**src/id3cj_pkg.sv**
```systemverilog
// Package for the ID3 cover JPEG extractor: parse phases, status codes and
// the result record passed from front to back. No dependencies.
package id3cj_pkg;

   localparam int SizeWidthDefault = 32;
   localparam int QueueDepth = 4;

   typedef enum logic [3:0] {
      PH_IDLE, PH_TAG, PH_FHDR, PH_SKIP, PH_MIME,
      PH_TYPE, PH_SOI, PH_EMIT, PH_FLUSH, PH_DONE
   } phase_type;

   typedef enum logic [2:0] {
      ST_PIC    = 3'd0,
      ST_NO_TAG = 3'd1,
      ST_NO_APIC = 3'd2,
      ST_NO_MIME = 3'd3,
      ST_NOT_JPEG = 3'd4,
      ST_NO_SOI = 3'd5
   } status_type;

   // One result as it travels through the queue.
   typedef struct packed {
      logic [7:0] data;
      logic       last;
      status_type status;
   } result_type;

endpackage

```
**src/id3cj_queue.sv**
```systemverilog
// Small FIFO between the parser and the result port.
// Depends on id3cj_pkg.
module id3cj_queue (
   input  logic                 clock,
   input  logic                 reset,
   input  logic                 push,
   input  id3cj_pkg::result_type push_data,
   output logic                 full,
   output logic                 pop_valid,
   input  logic                 pop_ready,
   output id3cj_pkg::result_type pop_data
);
   localparam int AW = $clog2(id3cj_pkg::QueueDepth);

   id3cj_pkg::result_type mem_ff [id3cj_pkg::QueueDepth];
   logic [AW-1:0] wr_ff, wr_in, rd_ff, rd_in;
   logic [AW:0]   cnt_ff, cnt_in;
   logic          pop;

   assign pop       = pop_valid && pop_ready;
   assign pop_valid = (cnt_ff != '0);
   assign full      = (cnt_ff == (AW+1)'(id3cj_pkg::QueueDepth));
   assign pop_data  = mem_ff[rd_ff];

   // Pointer and count update.
   always_comb begin
      wr_in  = push ? wr_ff + 1'b1 : wr_ff;
      rd_in  = pop ? rd_ff + 1'b1 : rd_ff;
      cnt_in = cnt_ff + (AW+1)'(push) - (AW+1)'(pop);
   end

   always_ff @(posedge clock) begin
      if (reset) begin
         wr_ff  <= '0;
         rd_ff  <= '0;
         cnt_ff <= '0;
      end else begin
         wr_ff  <= wr_in;
         rd_ff  <= rd_in;
         cnt_ff <= cnt_in;
      end
   end

   // Storage holds payload only.
   always_ff @(posedge clock) begin
      if (push) mem_ff[wr_ff] <= push_data;
   end
endmodule

```
**src/id3cj_parser.sv**
```systemverilog
// Front part: walks the tag, frame headers and APIC payload one byte a cycle while take is high.
// Depends on id3cj_pkg.
module id3cj_parser #(
   parameter int SIZE_WIDTH = id3cj_pkg::SizeWidthDefault
) (
   input  logic                  clock,
   input  logic                  reset,
   input  logic                  take,
   input  logic [7:0]            data_byte,
   input  logic                  first_byte,
   output logic                  emit,
   output id3cj_pkg::result_type emit_data
);
   id3cj_pkg::phase_type phase_ff, phase_in, ph;
   logic [27:0] tsize_ff, tsize_in;
   logic [31:0] tpos_ff, tpos_in, tpos_c;
   logic [31:0] fsize_ff, fsize_in;
   logic [SIZE_WIDTH-1:0] fpos_ff, fpos_in, fpos_inc;
   logic [47:0] win_ff, win_in, win_sh;
   logic [3:0]  hc_ff, hc_in, hc_c;
   logic [7:0]  prev_ff, prev_in;
   logic        apic_ff, apic_in;
   logic        end_of_frame;

   assign fpos_inc     = fpos_ff + 1'b1;
   assign end_of_frame = (fpos_inc >= fsize_ff[SIZE_WIDTH-1:0]);
   assign win_sh       = {win_ff[39:0], data_byte};

   // One step of the byte parser.
   always_comb begin
      phase_in = phase_ff; tsize_in = tsize_ff; tpos_in = tpos_ff;
      fsize_in = fsize_ff; fpos_in = fpos_ff;  win_in = win_ff;
      hc_in = hc_ff; prev_in = prev_ff; apic_in = apic_ff;
      emit = 1'b0;
      emit_data = '{data: 8'd0, last: 1'b1, status: id3cj_pkg::ST_PIC};
      ph = phase_ff; hc_c = hc_ff; tpos_c = tpos_ff;
      if (first_byte) begin
         ph = id3cj_pkg::PH_TAG; hc_c = '0; tpos_c = '0;
         tsize_in = '0; fsize_in = '0; fpos_in = '0; win_in = '0;
         prev_in = '0; apic_in = 1'b0; hc_in = '0; tpos_in = '0;
         phase_in = id3cj_pkg::PH_TAG;
      end
      if (take) begin
         if ((ph == id3cj_pkg::PH_FHDR || ph == id3cj_pkg::PH_SKIP)
               && tpos_c != 32'hFFFF_FFFF)
            tpos_in = tpos_c + 1'b1;
         unique case (ph)
            id3cj_pkg::PH_TAG: begin
               if ((hc_c == 4'd0 && data_byte != 8'h49) ||
                   (hc_c == 4'd1 && data_byte != 8'h44) ||
                   (hc_c == 4'd2 && data_byte != 8'h33)) begin
                  emit = 1'b1; emit_data.status = id3cj_pkg::ST_NO_TAG;
                  phase_in = id3cj_pkg::PH_DONE;
               end else begin
                  if (hc_c >= 4'd6)
                     tsize_in = {tsize_in[20:0], data_byte[6:0]};
                  hc_in = hc_c + 1'b1;
                  if (hc_c == 4'd9) begin
                     phase_in = id3cj_pkg::PH_FHDR; hc_in = '0; tpos_in = '0;
                  end
               end
            end
            id3cj_pkg::PH_FHDR: begin
               if (hc_c == 4'd0 && tpos_c >= {4'd0, tsize_ff}) begin
                  emit = 1'b1; emit_data.status = id3cj_pkg::ST_NO_APIC;
                  phase_in = id3cj_pkg::PH_DONE;
                  tpos_in = tpos_c;
               end else begin
                  win_in = win_sh;
                  if (hc_c == 4'd3) apic_in = (win_sh[31:0] == 32'h4150_4943);
                  if (hc_c >= 4'd4 && hc_c <= 4'd7)
                     fsize_in = {fsize_ff[23:0], data_byte};
                  hc_in = hc_c + 1'b1;
                  if (hc_c == 4'd9) begin
                     fsize_in = fsize_ff & 32'((64'd1 << SIZE_WIDTH) - 1);
                     fpos_in = '0; hc_in = '0; win_in = '0;
                     if (apic_ff) begin
                        if (fsize_in == '0) begin
                           emit = 1'b1; emit_data.status = id3cj_pkg::ST_NO_MIME;
                           phase_in = id3cj_pkg::PH_DONE;
                        end else phase_in = id3cj_pkg::PH_MIME;
                     end else if (fsize_in != '0) phase_in = id3cj_pkg::PH_SKIP;
                  end
               end
            end
            id3cj_pkg::PH_SKIP: begin
               fpos_in = fpos_inc;
               if (end_of_frame) begin
                  phase_in = id3cj_pkg::PH_FHDR; hc_in = '0; fsize_in = '0;
               end
            end
            id3cj_pkg::PH_MIME: begin
               fpos_in = fpos_inc; win_in = win_sh;
               if (win_sh == 48'h696D_6167_652F) begin
                  phase_in = id3cj_pkg::PH_TYPE; hc_in = '0; win_in = '0;
                  if (end_of_frame) begin
                     emit = 1'b1; emit_data.status = id3cj_pkg::ST_NOT_JPEG;
                     phase_in = id3cj_pkg::PH_DONE;
                  end
               end else if (end_of_frame) begin
                  emit = 1'b1; emit_data.status = id3cj_pkg::ST_NO_MIME;
                  phase_in = id3cj_pkg::PH_DONE;
               end
            end
            id3cj_pkg::PH_TYPE: begin
               fpos_in = fpos_inc; win_in = win_sh; hc_in = hc_c + 1'b1;
               if ((hc_c == 4'd2 && (win_sh[23:0] == 24'h6A7067 ||
                                     win_sh[23:0] == 24'h706567)) ||
                   (hc_c >= 4'd3 && data_byte == 8'h67)) begin
                  hc_in = '0; phase_in = id3cj_pkg::PH_SOI;
                  if (end_of_frame) begin
                     emit = 1'b1; emit_data.status = id3cj_pkg::ST_NO_SOI;
                     phase_in = id3cj_pkg::PH_DONE;
                  end
               end else if ((hc_c == 4'd2 && win_sh[23:0] != 24'h6A7065) ||
                            hc_c >= 4'd3 || end_of_frame) begin
                  emit = 1'b1; emit_data.status = id3cj_pkg::ST_NOT_JPEG;
                  phase_in = id3cj_pkg::PH_DONE;
               end
            end
            id3cj_pkg::PH_SOI: begin
               fpos_in = fpos_inc; prev_in = data_byte;
               if (hc_c != '0 && prev_ff == 8'hFF && data_byte == 8'hD8) begin
                  emit = 1'b1;
                  emit_data = '{data: 8'hFF, last: 1'b0, status: id3cj_pkg::ST_PIC};
                  phase_in = end_of_frame ? id3cj_pkg::PH_FLUSH : id3cj_pkg::PH_EMIT;
               end else begin
                  hc_in = 4'd1;
                  if (end_of_frame) begin
                     emit = 1'b1; emit_data.status = id3cj_pkg::ST_NO_SOI;
                     phase_in = id3cj_pkg::PH_DONE;
                  end
               end
            end
            id3cj_pkg::PH_EMIT: begin
               emit = 1'b1;
               emit_data = '{data: prev_ff, last: 1'b0, status: id3cj_pkg::ST_PIC};
               prev_in = data_byte; fpos_in = fpos_inc;
               if (end_of_frame) phase_in = id3cj_pkg::PH_FLUSH;
            end
            id3cj_pkg::PH_FLUSH: begin
               emit = 1'b1;
               emit_data = '{data: prev_ff, last: 1'b1, status: id3cj_pkg::ST_PIC};
               phase_in = id3cj_pkg::PH_DONE;
            end
            default: ;
         endcase
      end else if (first_byte) begin
         phase_in = phase_ff; tsize_in = tsize_ff; tpos_in = tpos_ff;
         fsize_in = fsize_ff; fpos_in = fpos_ff; win_in = win_ff;
         hc_in = hc_ff; prev_in = prev_ff; apic_in = apic_ff;
      end
   end

   always_ff @(posedge clock) begin
      if (reset) begin
         phase_ff <= id3cj_pkg::PH_IDLE;
         tsize_ff <= '0; tpos_ff <= '0; fsize_ff <= '0; fpos_ff <= '0;
         win_ff <= '0; hc_ff <= '0; prev_ff <= '0; apic_ff <= 1'b0;
      end else begin
         phase_ff <= phase_in;
         tsize_ff <= tsize_in; tpos_ff <= tpos_in; fsize_ff <= fsize_in;
         fpos_ff <= fpos_in; win_ff <= win_in; hc_ff <= hc_in;
         prev_ff <= prev_in; apic_ff <= apic_in;
      end
   end
endmodule

```
**src/id3_cover_jpeg_extractor.sv**
```systemverilog
// Top level of the ID3 cover JPEG extractor: byte parser feeding a result FIFO.
// Depends on id3cj_pkg, id3cj_parser and id3cj_queue.
// A result enters the FIFO at the edge that accepts its request and is
// offered on rsp_ once it is at the FIFO head. Throughput: one request per cycle while
// the four-entry FIFO has room. Synchronous reset returns to idle, FIFO empty.
module id3_cover_jpeg_extractor #(
   parameter int SIZE_WIDTH = id3cj_pkg::SizeWidthDefault
) (
   input  logic       clock,
   input  logic       reset,
   input  logic       req_valid,
   output logic       req_ready,
   input  logic [7:0] req_data_byte,
   input  logic       req_first_byte,
   output logic       rsp_valid,
   input  logic       rsp_ready,
   output logic [7:0] rsp_out_byte,
   output logic       rsp_last_of_picture,
   output logic [2:0] rsp_status
);
   logic                  take, emit, full;
   id3cj_pkg::result_type emit_data, head;

   // Stall requests only when the FIFO cannot take a result.
   assign req_ready = !full;
   assign take      = req_valid && req_ready;

   id3cj_parser #(.SIZE_WIDTH(SIZE_WIDTH)) u_parser (
      .clock, .reset, .take,
      .data_byte(req_data_byte), .first_byte(req_first_byte && take),
      .emit, .emit_data
   );

   id3cj_queue u_queue (
      .clock, .reset, .push(emit && take), .push_data(emit_data), .full,
      .pop_valid(rsp_valid), .pop_ready(rsp_ready), .pop_data(head)
   );

   assign rsp_out_byte        = head.data;
   assign rsp_last_of_picture = head.last;
   assign rsp_status          = head.status;
endmodule
```
**config.mk**
```make
export PLATFORM = sky130hd
export DESIGN_NAME = id3_cover_jpeg_extractor
export DESIGN_NICKNAME = d
export VERILOG_FILES = /design/src/id3cj_pkg.sv /design/src/id3cj_queue.sv /design/src/id3cj_parser.sv /design/src/id3_cover_jpeg_extractor.sv
export SDC_FILE = /design/constraint.sdc
export NUM_CORES = 1
export LEC_CHECK = 0
export BUFFER_PORTS_ARGS = -buffer_cell sky130_fd_sc_hd__clkbuf_2
export CAP_MARGIN = 20
export CORE_ASPECT_RATIO = 0.9
export CORE_MARGIN = 1
export CORE_UTILIZATION = 50
export CTS_CLUSTER_DIAMETER = 200
export DETAILED_ROUTE_END_ITERATION = 8
export GPL_TIMING_DRIVEN = 0
export PLACE_DENSITY_LB_ADDON = 0.1
export SLEW_MARGIN = 20
export SYNTH_ARGS = -nofsm -noshare
export SYNTH_HDL_FRONTEND = slang
export SYNTH_SLANG_ARGS = --single-unit
```
**constraint.sdc**
```tcl
create_clock -name clock -period 6.3 [get_ports clock]
set_input_delay 0.63 -clock clock [delete_from_list [all_inputs] [get_ports clock]]
set_output_delay 0.63 -clock clock [all_outputs]
set_load 0.01 [all_outputs]
```
==> impl_metrics.env <==
export IMPL_finalNetCount=1622
export IMPL_ys_seq_elements=238
export IMPL_utilization=0.575
export IMPL_met1_usage=0.411
export IMPL_antenna_found_initial=1
export IMPL_reg2regPathDepth=25
export IMPL_cpLargestDelayFamily="buffers and inverters"
export IMPL_grt_pass1_vias=11058
export IMPL_grtUsageTotal=0.297
export IMPL_rows=55
export IMPL_finalCritPeriodShare=0.939
export IMPL_port_buffers=20
export IMPL_final_area_mm2=0.0146
export IMPL_tightestPinTransition_ns=1.13
export IMPL_p_leak_uw=0.00530
export IMPL_critPathLaunchType="register"
export IMPL_cts_tree="yes"
export IMPL_finalSetupViolations=0
export IMPL_synth_cell_types=100
export IMPL_core_mm2=0.0255
export IMPL_clkLatencyLatePin_ns=0.55
export IMPL_cts_root_buf="clkbuf_16"
export IMPL_mostFrequentLayoutCells="190 x dfxtp_1, 163 x nor2_1, 133 x nand2_1, 91 x inv_1, 84 x a22oi_1"
export IMPL_fmax_mhz=169
export IMPL_max_stage_delay_ns=0.39
export IMPL_num_vias=11640
export IMPL_ys_warn_count=0
export IMPL_path_common_cell="clkbuf_4"
export IMPL_power_uw=4050
export IMPL_floorplan_initialDensity=0.515
export IMPL_worst_path_max_delay_cell="fa_1"
export IMPL_whs_ns=0.435
export IMPL_grt_max_degree=15
export IMPL_grt_pass1_wl_um=62600
export IMPL_layout_setup_ws_ns=0.386
export IMPL_drtIter0Drc=1118
export IMPL_rsz0062_at_grt="false"
export IMPL_cp_arrival_ns=6.31
export IMPL_fillers=2344
export IMPL_worstHoldPathType="in2reg"
export IMPL_num_antenna_cells=0
export IMPL_wirelength_um=40000
export IMPL_die_w_um=173
export IMPL_met2_usage=0.458
export IMPL_path_max_fanout=19
export IMPL_cp_depth=25
export IMPL_crit_buf_inv=8
export IMPL_syn_area_per_cell_um2=8.84
export IMPL_synthCells=1484
export IMPL_layout_drive_gt1_share=0.0984
export IMPL_dr_pass1_iters=5
export IMPL_fin_crit_ns=5.91
export IMPL_dp_hpwl_um=29600
export IMPL_power_density_mw_per_mm2=276
export IMPL_dieArea_mm2=0.0269
export IMPL_gp_congestion=1.00
export IMPL_place_area_mm2=0.0137
export IMPL_crit_path_end_kind="register"
export IMPL_place_ws_ns=-1.01
export IMPL_vias_per_cell=6.14
export IMPL_syn_nets=1570
export IMPL_die_h_um=156
export IMPL_wl_per_cell_um=21.1
export IMPL_yosysSeqAreaShare=0.400
export IMPL_area_growth_pct=11.6
export IMPL_cts_num_sinks=238
export IMPL_slew_headroom=0.242
export IMPL_grtUsageMet3=0.0799
export IMPL_grt_busiest_layer="met2"
export IMPL_cap_viol_max_count=0
export IMPL_async_flop_share=0
export IMPL_criticalPathCategory="reg2reg"
export IMPL_clock_skew_ns=0.0204
export IMPL_drv_slew=0
export IMPL_ios=27
export IMPL_synth_edf_count=48
export IMPL_cts_max_level=1
export IMPL_status="completed"
export IMPL_final_common_cell="dfxtp_1"
export IMPL_crit_required_ns=6.69
export IMPL_cts_buffer_depth=3
export IMPL_overflow=0
export IMPL_drc=0
export IMPL_cts_buffers=26
export IMPL_ys_flop_type="dfxtp_1"
export IMPL_antenna_left=0
export IMPL_clk_pin_slew_worst_paths_ns=0.06
export IMPL_syn_area_mm2=0.0131
export IMPL_finalHoldViolations=0
export IMPL_worstHoldPathCells=2
export IMPL_peakVddDrop_v=0.000213
-- stage by stage --
stage / instances / TNS (ns)
after floorplan: 1484 / 0
after global placement: 1846 / -22.57
after detailed placement: 1846 / -22.62
after CTS: 1896 / 0
after global routing: 1897 / 0
final: 1897 / 0
-- worst paths after layout --
path	startpoint	endpoint	slack [ns]
setup / recovery	u_queue.cnt_ff[1]	u_queue.cnt_ff[2]	0.39
hold / removal	req_data_byte[0]	u_parser.win_ff[0]	0.44
setup reg to reg	u_queue.cnt_ff[1]	u_queue.cnt_ff[2]	0.39
hold reg to reg	u_parser.win_ff[32]	u_parser.win_ff[32]	0.47
-- sequential cells by signal, summed over array words and instances (netlist names), named ones only --
name / cells
u_parser.hc_ff: 4
u_parser.apic_ff: 1
u_queue.cnt_ff: 3
u_queue.rd_ff: 2
u_parser.prev_ff: 8
u_parser.tpos_ff: 32
u_parser.phase_ff: 4
u_parser.win_ff: 40
u_parser.fpos_ff: 32
u_queue.mem_ff: 48
u_queue.wr_ff: 2
u_parser.fsize_ff: 32
u_parser.tsize_ff: 28
-- cells in the mapped netlist, types with 8 or more instances --
library cell | count | area, um^2
a22o_1 | 42 | 368
nand4_1 | 38 | 238
o211ai_1 | 10 | 75.1
dfxtp_1 | 190 | 3800
nor4_1 | 20 | 125
a31oi_1 | 16 | 100
ha_1 | 72 | 901
or3_1 | 8 | 50.1
a21oi_1 | 72 | 360
a211oi_1 | 8 | 60.1
o31ai_1 | 11 | 82.6
a22oi_1 | 84 | 631
nor3_1 | 32 | 160
clkbuf_1 | 47 | 176
o21ai_0 | 47 | 235
nand3_1 | 50 | 250
mux4_2 | 12 | 270
inv_1 | 91 | 342
edfxtp_1 | 48 | 1440
xor2_1 | 13 | 114
xnor2_1 | 31 | 272
nor2b_1 | 9 | 56.3
and2_1 | 33 | 206
buf_2 | 28 | 140
nand2b_1 | 9 | 56.3
nor2_1 | 163 | 612
nand2_1 | 133 | 499
and3_1 | 14 | 87.6
-- layout make-up --
type                            count  area [um^2]  area share
Sequential cell                   238         5250       0.358
Clock inverter                      9          140     0.00957
Buffer                             83          384      0.0262
Inverter                           93          349      0.0238
Timing Repair Buffer               25          138     0.00940
Tap cell                          342          428      0.0292
Multi-Input combinational cell   1069         7210       0.492
Clock buffer                       38          759      0.0518
-- what timing repair did --
action	in CTS	in global routing
buffers inserted	3	2
pin swaps	3	2
hold buffers	0	0
resized for setup	7	6
setup endpoints to repair	51	2
-- per-layer routing --
metal	vias up	wire length [um]
met3	58	3710
met5	-	0
li1	5550	-
met2	428	17100
met1	5604	18300
met4	0	914
-- report_power, final --
part	leakage (uW)	switching, uW	total [uW]	internal [uW]
Combinational	0.00290	538	806	268
Clock	0.000443	646	1610	962
Sequential	0.00195	38.2	1630	1600
Total	0.00530	1220	4050	2830
-- cell families (layout without fill, tap and decap cells) --
kind of cell | count (synthesis) | in the layout | synth area share
fa+ha+maj | 73 | 73 | 0.0702
mux | 16 | 16 | 0.0241
compound gates | 369 | 369 | 0.202
simple gates | 567 | 567 | 0.219
flops | 238 | 238 | 0.400
buf+inv | 177 | 248 | 0.0554
xor+xnor | 44 | 44 | 0.0294
(Power assumes the default switching activity.)
